## src/sv/mcpt_pkg.sv

```systemverilog
package mcpt_pkg;

    // Field widths of the request and result channels.
    localparam int FUNC_W     = 1;
    localparam int NOTE_W     = 7;
    localparam int VEL_W      = 7;
    localparam int MASK_W     = 32;
    localparam int DUTY_W     = 8;
    localparam int HIT_W      = 16;

    // Default coil count.
    localparam int NOTES_DEF  = 32;

    // Request function codes.
    localparam logic [FUNC_W-1:0] FUNC_STRIKE = 1'b0;
    localparam logic [FUNC_W-1:0] FUNC_TICK   = 1'b1;

    // Register indexes on the configuration port.
    localparam logic [1:0] REG_START_NOTE = 2'd0;
    localparam logic [1:0] REG_HIT_TIME   = 2'd1;
    localparam logic [1:0] REG_MIN_PWM    = 2'd2;
    localparam logic [1:0] REG_NOTE_EN    = 2'd3;

    // Register reset values.
    localparam logic [NOTE_W-1:0] START_NOTE_RST = 7'd60;
    localparam logic [HIT_W-1:0]  HIT_TIME_RST   = 16'd30;
    localparam logic [DUTY_W-1:0] MIN_PWM_RST    = 8'd0;
    localparam logic [MASK_W-1:0] NOTE_EN_RST    = 32'hFFFF_FFFF;

    // Duty scaling: min_pwm + velocity * (DUTY_MAX - min_pwm) / VEL_MAX.
    localparam logic [DUTY_W-1:0] DUTY_MAX = 8'd255;
    localparam logic [DUTY_W-1:0] VEL_MAX  = 8'd127;
    localparam int                PROD_W   = VEL_W + DUTY_W;

    // Division by VEL_MAX as (p * VEL_RECIP) >> RECIP_SH. The result is exact
    // for every product p below 33554, which covers 127 * 255.
    localparam int                 RECIP_W   = 16;
    localparam logic [RECIP_W-1:0] VEL_RECIP = 16'd33027;
    localparam int                 RECIP_SH  = 22;
    localparam int                 SCALE_W   = PROD_W + RECIP_W;

endpackage

```

## src/sv/mcpt_if.sv

```systemverilog
// Request channel: one strike or one millisecond tick.
interface mcpt_req_if;
    import mcpt_pkg::*;
    logic                valid;
    logic                ready;
    logic [FUNC_W-1:0]   func;
    logic [NOTE_W-1:0]   note;
    logic [VEL_W-1:0]    velocity;

    modport source (output valid, output func, output note, output velocity, input ready);
    modport sink   (input valid, input func, input note, input velocity, output ready);
endinterface

// Result channel: coil state and drive duty after each request.
interface mcpt_res_if;
    import mcpt_pkg::*;
    logic                valid;
    logic                ready;
    logic [MASK_W-1:0]   coil_mask;
    logic [DUTY_W-1:0]   drive_duty;
    logic                strike_taken;

    modport source (output valid, output coil_mask, output drive_duty, output strike_taken,
                    input ready);
    modport sink   (input valid, input coil_mask, input drive_duty, input strike_taken,
                    output ready);
endinterface

```

## src/sv/multi_coil_pulse_timer.sv

```systemverilog
// Channel    Dir   Handshake       Payload
// i_req      in    valid/ready     func, note, velocity
// o_res      out   valid/ready     coil_mask, drive_duty, strike_taken
// APB        in    psel/penable    start_note, hit_time, min_pwm, note_enable_mask
//
// A tick walks the coil counters one coil a cycle. A taken strike scales the duty
// with one reciprocal multiply; a rejected strike skips the multiply.
// i_rst_n is synchronous and active low; it clears coils, duty and registers.
// A new request is taken only in the idle state; a stalled result holds the
// finishing step until the output register frees, while a waiting result
// does not block the next request from being taken.
module multi_coil_pulse_timer #(
    parameter int NOTES = mcpt_pkg::NOTES_DEF
) (
    input  logic                        i_clk,
    input  logic                        i_rst_n,
    mcpt_req_if.sink                    i_req,
    mcpt_res_if.source                  o_res,
    input  logic                        psel,
    input  logic                        penable,
    input  logic                        pwrite,
    input  logic [3:0]                  paddr,
    input  logic [31:0]                 pwdata,
    output logic [31:0]                 prdata,
    output logic                        pready
);
    import mcpt_pkg::*;

    localparam int IW = (NOTES > 1) ? $clog2(NOTES) : 1;

    localparam logic [2:0] ST_IDLE = 3'd0;
    localparam logic [2:0] ST_TICK = 3'd1;
    localparam logic [2:0] ST_DIV  = 3'd2;
    localparam logic [2:0] ST_OUT  = 3'd3;

    // Configuration registers.
    logic [NOTE_W-1:0]  r_start;
    logic [HIT_W-1:0]   r_hit;
    logic [DUTY_W-1:0]  r_min;
    logic [MASK_W-1:0]  r_en;

    // Block state.
    logic [NOTES-1:0]   r_coil;
    logic [HIT_W-1:0]   r_elapsed [NOTES];
    logic [DUTY_W-1:0]  r_duty;

    // Sequencer.
    logic [2:0]         r_state;
    logic [IW-1:0]      r_idx;
    logic [PROD_W-1:0]  r_prod;
    logic               r_taken;

    // Output register.
    logic               r_ovalid;
    logic [MASK_W-1:0]  r_omask;
    logic [DUTY_W-1:0]  r_oduty;
    logic               r_otaken;

    logic               w_accept;
    logic               w_cfg_wr;
    logic [NOTE_W:0]    w_diff;
    logic               w_hit;
    logic [IW-1:0]      w_sidx;
    logic [HIT_W-1:0]   w_e;
    logic [HIT_W-1:0]   w_ne;
    logic               w_act;
    logic               w_off;
    logic [SCALE_W-1:0] w_scaled;
    logic [DUTY_W-1:0]  w_quo;
    logic               w_oload;
    logic [MASK_W-1:0]  w_mask;

    assign pready   = 1'b1;
    assign w_cfg_wr = psel && penable && pwrite && pready;
    assign w_accept = i_req.valid && i_req.ready;
    assign i_req.ready = (r_state == ST_IDLE);

    // Register read-back.
    always_comb begin
        case (paddr[3:2])
            REG_START_NOTE: prdata = 32'(r_start);
            REG_HIT_TIME:   prdata = 32'(r_hit);
            REG_MIN_PWM:    prdata = 32'(r_min);
            REG_NOTE_EN:    prdata = r_en;
            default:        prdata = '0;
        endcase
    end

    // Register writes.
    always_ff @(posedge i_clk) begin
        if (!i_rst_n) begin
            r_start <= START_NOTE_RST;
            r_hit   <= HIT_TIME_RST;
            r_min   <= MIN_PWM_RST;
            r_en    <= NOTE_EN_RST;
        end else if (w_cfg_wr) begin
            case (paddr[3:2])
                REG_START_NOTE: r_start <= pwdata[NOTE_W-1:0];
                REG_HIT_TIME:   r_hit   <= pwdata[HIT_W-1:0];
                REG_MIN_PWM:    r_min   <= pwdata[DUTY_W-1:0];
                REG_NOTE_EN:    r_en    <= pwdata;
                default:        ;
            endcase
        end
    end

    // Strike decode: the note's coil index and whether it is fitted.
    always_comb begin
        w_diff = {1'b0, i_req.note} - {1'b0, r_start};
        w_sidx = w_diff[IW-1:0];
        w_hit  = !w_diff[NOTE_W] && (w_diff[NOTE_W-1:0] < NOTE_W'(NOTES))
                 && r_en[w_sidx];
    end

    // Shared counter unit: advance one coil's elapsed time and test it.
    always_comb begin
        w_act = r_coil[r_idx];
        w_e   = r_elapsed[r_idx];
        w_ne  = (w_e < r_hit) ? w_e + HIT_W'(1) : w_e;
        w_off = !(w_ne < r_hit);
    end

    // Duty quotient: the product over 127 by reciprocal multiplication.
    always_comb begin
        w_scaled = SCALE_W'(r_prod) * SCALE_W'(VEL_RECIP);
        w_quo    = w_scaled[RECIP_SH +: DUTY_W];
    end

    // Coil mask widened to the port.
    always_comb begin
        w_mask = '0;
        w_mask[NOTES-1:0] = r_coil;
    end

    assign w_oload = (r_state == ST_OUT) && (!r_ovalid || o_res.ready);

    // Elapsed counters: cleared by a strike, advanced by the tick sweep.
    always_ff @(posedge i_clk) begin
        if (w_accept && (i_req.func == FUNC_STRIKE) && w_hit) begin
            r_elapsed[w_sidx] <= '0;
        end else if ((r_state == ST_TICK) && w_act) begin
            r_elapsed[r_idx] <= w_ne;
        end
    end

    // Sequencer, coils and duty.
    always_ff @(posedge i_clk) begin
        if (!i_rst_n) begin
            r_state <= ST_IDLE;
            r_coil  <= '0;
            r_duty  <= '0;
            r_idx   <= '0;
            r_taken <= 1'b0;
        end else begin
            case (r_state)
                ST_IDLE: begin
                    if (w_accept) begin
                        r_idx  <= '0;
                        r_prod <= PROD_W'(i_req.velocity) * PROD_W'(DUTY_MAX - r_min);
                        if (i_req.func == FUNC_TICK) begin
                            r_taken <= 1'b0;
                            r_state <= ST_TICK;
                        end else if (w_hit) begin
                            r_coil[w_sidx] <= 1'b1;
                            r_taken <= 1'b1;
                            r_state <= ST_DIV;
                        end else begin
                            r_taken <= 1'b0;
                            r_state <= ST_OUT;
                        end
                    end
                end
                ST_TICK: begin
                    if (w_act && w_off) begin
                        r_coil[r_idx] <= 1'b0;
                    end
                    r_idx <= r_idx + IW'(1);
                    if (r_idx == IW'(NOTES - 1)) begin
                        r_state <= ST_OUT;
                    end
                end
                ST_DIV: begin
                    r_duty  <= r_min + w_quo;
                    r_state <= ST_OUT;
                end
                ST_OUT: begin
                    if (w_oload) begin
                        r_state <= ST_IDLE;
                    end
                end
                default: r_state <= ST_IDLE;
            endcase
        end
    end

    // Output register.
    always_ff @(posedge i_clk) begin
        if (!i_rst_n) begin
            r_ovalid <= 1'b0;
        end else if (w_oload) begin
            r_ovalid <= 1'b1;
        end else if (o_res.ready) begin
            r_ovalid <= 1'b0;
        end
    end

    always_ff @(posedge i_clk) begin
        if (w_oload) begin
            r_omask  <= w_mask;
            r_oduty  <= r_duty;
            r_otaken <= r_taken;
        end
    end

    assign o_res.valid        = r_ovalid;
    assign o_res.coil_mask    = r_omask;
    assign o_res.drive_duty   = r_oduty;
    assign o_res.strike_taken = r_otaken;

    // The tick sweep only ever switches coils off.
    a_tick_no_set: assert property (@(posedge i_clk) disable iff (!i_rst_n)
        (r_state == ST_TICK) |=> ((r_coil & ~$past(r_coil)) == '0))
        else $error("coil switched on during tick sweep");

    // The duty changes only as the divide finishes.
    a_duty_div: assert property (@(posedge i_clk) disable iff (!i_rst_n)
        !$stable(r_duty) |-> ($past(r_state) == ST_DIV))
        else $error("duty changed outside divide");

    // A new result appears only from the finishing state.
    a_res_src: assert property (@(posedge i_clk) disable iff (!i_rst_n)
        $rose(r_ovalid) |-> ($past(r_state) == ST_OUT))
        else $error("result raised outside finishing state");

endmodule

```

## src/flat_wrapper.sv

```systemverilog
// flat-port wrapper written by rule: the top's interface ports become plain ports
module multi_coil_pulse_timer_flat import mcpt_pkg::*;
#(
    parameter int NOTES = mcpt_pkg::NOTES_DEF
)
  (i_clk, i_rst_n, psel, penable, pwrite, paddr, pwdata, prdata, pready, i_req_valid, i_req_func, i_req_note, i_req_velocity, i_req_ready, o_res_valid, o_res_coil_mask, o_res_drive_duty, o_res_strike_taken, o_res_ready);
  mcpt_req_if i_req_i ();
  mcpt_res_if o_res_i ();
  input  logic i_clk;
  input  logic i_rst_n;
  input  logic psel;
  input  logic penable;
  input  logic pwrite;
  input  logic [3:0] paddr;
  input  logic [31:0] pwdata;
  output logic [31:0] prdata;
  output logic pready;
  input wire logic [$bits(i_req_i.valid)-1:0] i_req_valid;
  input wire logic [$bits(i_req_i.func)-1:0] i_req_func;
  input wire logic [$bits(i_req_i.note)-1:0] i_req_note;
  input wire logic [$bits(i_req_i.velocity)-1:0] i_req_velocity;
  output wire logic [$bits(i_req_i.ready)-1:0] i_req_ready;
  output wire logic [$bits(o_res_i.valid)-1:0] o_res_valid;
  output wire logic [$bits(o_res_i.coil_mask)-1:0] o_res_coil_mask;
  output wire logic [$bits(o_res_i.drive_duty)-1:0] o_res_drive_duty;
  output wire logic [$bits(o_res_i.strike_taken)-1:0] o_res_strike_taken;
  input wire logic [$bits(o_res_i.ready)-1:0] o_res_ready;
  assign i_req_i.valid = i_req_valid;
  assign i_req_i.func = i_req_func;
  assign i_req_i.note = i_req_note;
  assign i_req_i.velocity = i_req_velocity;
  assign i_req_ready = i_req_i.ready;
  assign o_res_valid = o_res_i.valid;
  assign o_res_coil_mask = o_res_i.coil_mask;
  assign o_res_drive_duty = o_res_i.drive_duty;
  assign o_res_strike_taken = o_res_i.strike_taken;
  assign o_res_i.ready = o_res_ready;
  multi_coil_pulse_timer #(.NOTES(NOTES)) u_core (.i_clk(i_clk), .i_rst_n(i_rst_n), .i_req(i_req_i), .o_res(o_res_i), .psel(psel), .penable(penable), .pwrite(pwrite), .paddr(paddr), .pwdata(pwdata), .prdata(prdata), .pready(pready));
endmodule
```

## config.mk

```make
export PLATFORM = sky130hd
export DESIGN_NAME = multi_coil_pulse_timer_flat
export DESIGN_NICKNAME = d
export VERILOG_FILES = /design/src/sv/mcpt_pkg.sv /design/src/sv/mcpt_if.sv /design/src/sv/multi_coil_pulse_timer.sv /design/src/flat_wrapper.sv
export SDC_FILE = /design/constraint.sdc
export NUM_CORES = 1
export LEC_CHECK = 0
export ABC_AREA = 1
export BUFFER_PORTS_ARGS = -buffer_cell sky130_fd_sc_hd__buf_4
export CORE_MARGIN = 2
export CORE_UTILIZATION = 56
export DETAILED_ROUTE_END_ITERATION = 8
export HOLD_SLACK_MARGIN = 0.15
export PLACE_DENSITY = 0.77
export SLEW_MARGIN = 20
export SYNTH_ARGS = -nofsm -noshare
export SYNTH_HDL_FRONTEND = slang
export SYNTH_SLANG_ARGS = --single-unit
```

## constraint.sdc

```tcl
create_clock -name i_clk -period 5.8 [get_ports i_clk]
set_input_delay 1.16 -clock i_clk [delete_from_list [all_inputs] [get_ports i_clk]]
set_output_delay 1.16 -clock i_clk [all_outputs]
set_load 0.01 [all_outputs]
```

After elaboration in Yosys (flattened, before gate mapping)
Memories as Yosys holds them, arrays and structs flattened. A register that Yosys moved wholly into a read port is not among the register bits.
Index checks and enable logic that the tools add are counted.
- multiplexer cells: 37
- bitwise gates (word level): 4
- equal/unequal tests: 13
- add/subtract/negate cells: 5
- multiply operators: 2
- reductions and logical operators: 30
- $lt $le $gt $ge: 7
- operators with widths (cell ; count):
    $mux 32 ; 4
    $pmux 32 s4 ; 1
    $pmux 32 s2 ; 1
    $and 32x32->32 ; 1
    $lt 16x16->1 ; 2
    $mux 16 ; 2
    $not 32->32 ; 1
    $or 32x32->32 ; 1
    $mul 15x16->30 const B ; 1
    $mux 5 ; 4
    $add 16x1->16 const B ; 1
    $reduce_or 16->1 ; 1
    $mul 7x15->15 ; 1
    $mux 1 ; 15
    $logic_and 1x1->1 ; 12
    $lt 5x6->1 const B ; 2
    $mux 3 ; 4
    $pmux 3 s4 ; 1
    $reduce_and 2->1 ; 6
    $bmux 1 s5 ; 2
    $demux 1 s5 ; 2
    $ge 5x1->1 const B ; 2
    $ne 2x2->1 const B ; 5
    $pmux 5 s2 ; 1
    other kinds (19) ; 25
- flip-flop bits (word level): 169
- word-level logic and storage cells: 113
- memory bits (writable): 512
- input port bits: 58
- memories kept: 1
- memory list (memory ; words ; bits a word ; rd ports ; clocked after memory_dff ; write ports ; line ; source):
    u_core.r_elapsed ; 32 ; 16 ; 1 ; 1 ; 1 ; multi_coil_pulse_timer.sv:44 ; logic [HIT_W-1:0] r_elapsed [NOTES];

Depth between registers and ports, before layout
- depth after elaboration: 10
- gate-level depth with buffers: 38

Worst setup path after synthesis
No wires, ideal clock.
- path type: register -> register
- start: register u_core.r_prod[13]
- end: register u_core.r_duty[7]
- buffers on the path: 0
- library setup time: 0.116 ns
- clock period less this slack: 5.540 ns
- cell stages (with the launch flop): 38
- data required time: 5.684 ns
- arrival: 5.423 ns
- path slack: 0.260 ns
- cell sequence: edfxtp_1 inv_1 ha_1 inv_1 ha_1 inv_1 fa_1 fa_1 inv_1 ha_1 ha_1 ha_1 a21oi_1 nor2_1 a211oi_1 o31ai_1 a31oi_1 o21ai_0 [2 not listed] xor2_1 inv_1 ha_1 nand3_1 nand2_1 a21oi_1 inv_1 a21oi_1 nor2_1 nor2_1 nor2_1 nor2_1 xor2_1 a21oi_1 nor2_1 nand2_1 o211ai_1 inv_1
- longest elaborated chain between the ends: 2
- ends and longest elaborated chain (item ; line ; source):
    from (decl) ; multi_coil_pulse_timer.sv:50 ; logic [PROD_W-1:0] r_prod;
    from (signal assigned) ; multi_coil_pulse_timer.sv:159 ; r_prod <= PROD_W'(i_req.velocity) * PROD_W'(DUTY_MAX - r_min);
    $mul 15x16->30 ; multi_coil_pulse_timer.sv:125 ; w_scaled = SCALE_W'(r_prod) * SCALE_W'(VEL_RECIP);
    $add 8x8->8 ; multi_coil_pulse_timer.sv:183 ; r_duty <= r_min + w_quo;
    to (signal assigned) ; multi_coil_pulse_timer.sv:183 ;
    to (decl) ; multi_coil_pulse_timer.sv:45 ; logic [DUTY_W-1:0] r_duty;
No other way between the ends.
A chain may end at the register's enable or synchronous reset.

==> metrics <==
drt initial violations=3187; Initial Util=56.8%; Startpoint Class=flip-flop; share of the synthesized area in the top cell type=52.0%; most frequent cell after synthesis=edfxtp_1; yosys warns=0; post-synthesis mux area share=0%; fillers=4064; Clock Tree Root=clkbuf_16; TritonRoute pass-1 iters=6; Area Growth Syn to Fin=19.1%; slew of the pin with the lowest slew margin=1.00 ns; Vias=25800; asr flop ratio synth=0%; outcome=completed; Final min period=5.75 ns; Setup CP Type=reg2reg; I/O pin count=134; synthesized cell area=32800 um2; Final Max Tran Viols=0; Chip Width=246 um; TritonCTS clock tree=done; Core Region=57800 um2; gr usage total=29.0%; via-per-instance ratio=6.20; # clock sinks=685; crit end category=flip-flop; clk_skew=0.0259 ns; die height=246 um; setup violators final=0; Clock Path Buffers=3; PwrDens=431 nW/um2; top cells by area, synth=edfxtp_1 52%, dfxtp_1 7.1%, ha_1 6.9%, o21ai_0 5.9%, nor2_1 5.6%; crit-path most repeated cell=nand2_1; final cell count without fillers=4157; largest family of logic cells by synthesized area=compound AO/OA/AOI/OAI gates; simple-gate share of the synthesized area=11.8%; final net count=3614; f_max=0.174 GHz; worst path required time=6.32 ns; largest net degree at the start of global routing=102; initial antenna violation count=1; Routed Antenna Nets=0; synth unique cells=52; Post-Synth XOR/XNOR Area=1.04%; DRC=0; drt total wl=94.2 mm; most used flip-flop cell after synthesis=edfxtp_1; Hold Fails Final Rpt=0; CP max FO=16; Die Area=60600 um2; Clock transition at path regs=0.06 ns; FP Rows=88; hold slack=0.436 ns; cts bufs inserted=70; Worst path slowest cell=dfxtp_4; Post-synth EDFFs=568; post-synth top area cell=edfxtp_1; adder-cell share of the synthesized area=9.36%; syn_area_per_cell=10.7 um2; register area share after synthesis=59.1%; RSZ-0062 raised after global routing=yes; Mapped Nets=3351; worst skew pair latency=0.63 ns; hold crit path type=reg2reg; RePlAce Congestion=0.951; max_slew headroom=33.2%; layout cells sized above 1=16.5%; biggest cell delay along the critical path=0.39 ns; Worst EP arrival=6.28 ns; IO Port Bufs=130; Routed WL per cell=22.7 um; Yosys reg bits=685; first-pass GRT wire length=135 mm; Max Cap Viol=0; Cells after DPL=3980; Syn Inst Count=3072; most instantiated cells after synthesis=568 x edfxtp_1, 486 x nor2_1, 385 x o21ai_0; hpwl dp=57.4 mm; worst IR drop on VDD=0.452 mV; Tcrit/Tclk final=99.2%; Synth Area in Compound Gates=13.2%; vias in the first global route=24300; leakage dissipation=15.6 nW; gr ovfl total=0; H-tree depth=3
-- state kept, by name (all words and copies together), names as in the netlist, named ones only --
signal / count
u_core.o_res.drive_duty: 8
u_core.r_elapsed: 512
u_core.r_taken: 1
u_core.r_min: 8
u_core.r_en: 32
u_core.r_coil: 32
u_core.o_res.valid: 1
u_core.r_duty: 8
u_core.r_idx: 5
u_core.r_state: 2
u_core.r_hit: 16
u_core.o_res.strike_taken: 1
u_core.r_start: 7
u_core.r_prod: 15
u_core.o_res.coil_mask: 32
-- critical path, delay by kind of cell, from the launching register on --
kind / cells / cell delay [ns]
DFF: 1 / 0.39
xor gates and xnor gates: 1 / 0.25
AOI/OAI and AO/OA: 4 / 0.92
buffers and inverters: 7 / 1.04
and+or+nand+nor: 19 / 2.45
adders and majority gates: 2 / 0.58
-- report_power, final --
part           total (mW)  switching (mW)  leakage [nW]  internal [mW]
Sequential           5.91           0.199          6.43           5.71
Clock                4.58            1.89          1.14           2.69
Combinational        6.38            3.74          8.06           2.64
Total                16.9            5.83          15.6           11.0
-- routing by layer --
| layer | part of all wire [%] | global-route usage (%) |
|---|---|---|
| met1 | 38 | 37.9 |
| met3 | 11 | 5.73 |
| met5 | 0.015 | 0 |
| met2 | 47 | 47.5 |
| met4 | 4.3 | 12.2 |
-- kinds of logic (layout without fill, tap and decap cells) --
family | count (synthesis) | in the layout
AND/OR/NAND/NOR | 955 | 955
buffers and inverters | 435 | 754
other | 1 | 2
XOR/XNOR | 38 | 38
flip-flops | 685 | 685
adder cells (fa/ha/maj) | 221 | 221
AO/OA/AOI/OAI | 737 | 737
-- path summary, 6_finish.rpt --
kind	endpoint	slack (ns)	depth (start not counted)	from
worst max-delay path	u_core.r_coil[21]	0.05	33	flip-flop
worst min-delay path	u_core.o_res.drive_duty[0]	0.44	0	u_core.r_duty[0]
worst max register to register	u_core.r_coil[21]	0.05	33	flip-flop
worst min register to register	u_core.o_res.drive_duty[0]	0.44	0	u_core.r_duty[0]
-- cell type report --
class | count | area (um2) | area share (%)
repair buffers | 343 | 3190 | 8.16
repair inverters | 2 | 22.5 | 0.0576
clock inverters | 45 | 503 | 1.29
well taps | 765 | 957 | 2.45
multi-input cells | 1952 | 12100 | 30.9
clock buffers | 83 | 1830 | 4.69
inverters | 281 | 1090 | 2.78
diodes | 1 | 2.50 | 0.00640
flip-flops and latches | 685 | 19400 | 49.6
-- metrics by stage --
stage / total power [mW] / setup TNS, ns / util [%] / cell area, um2 / setup WS (ns)
after detailed placement: 11.4 / -0.400 / 61.5 / 35600 / -0.183
after global routing: 17.8 / -6.72 / 67.6 / 39100 / -0.396
final: 16.9 / 0 / 67.6 / 39100 / 0.0477
after global placement: 11.1 / -0.127 / 61.5 / 35600 / -0.127
after floorplan: 9.65 / 0 / - / 32800 / 0.260
after CTS: 16.1 / 0 / 65.7 / 38000 / 0.0366
-- timing repair --
item / CTS / global route
setup endpoints to repair: 31 / 34
setup buffers: 3 / 27
hold buffers: 0 / 0
cloned: 0 / 18
pin swaps: 3 / 50
resized for setup: 9 / 114
-- cell usage in the layout (no fill, tap or decap), drive strengths merged, types with 2 or more instances in the layout --
master	instances
nand3	134
dfxtp	117
o2111ai	7
o22ai	56
xnor2	6
or2	4
a221oi	7
inv	283
a21oi	109
a32oi	3
nand2	293
clkbuf	97
nand4	9
a21boi	8
o221ai	87
o211ai	36
o21ai	394
nor3	20
nor2	489
bufinv	9
o221a	2
fa	41
edfxtp	568
nor4	2
o31ai	9
a31oi	8
ha	180
clkinv	35
buf	329
a211oi	6
o21bai	2
xor2	32
(Power assumes the default switching activity.)
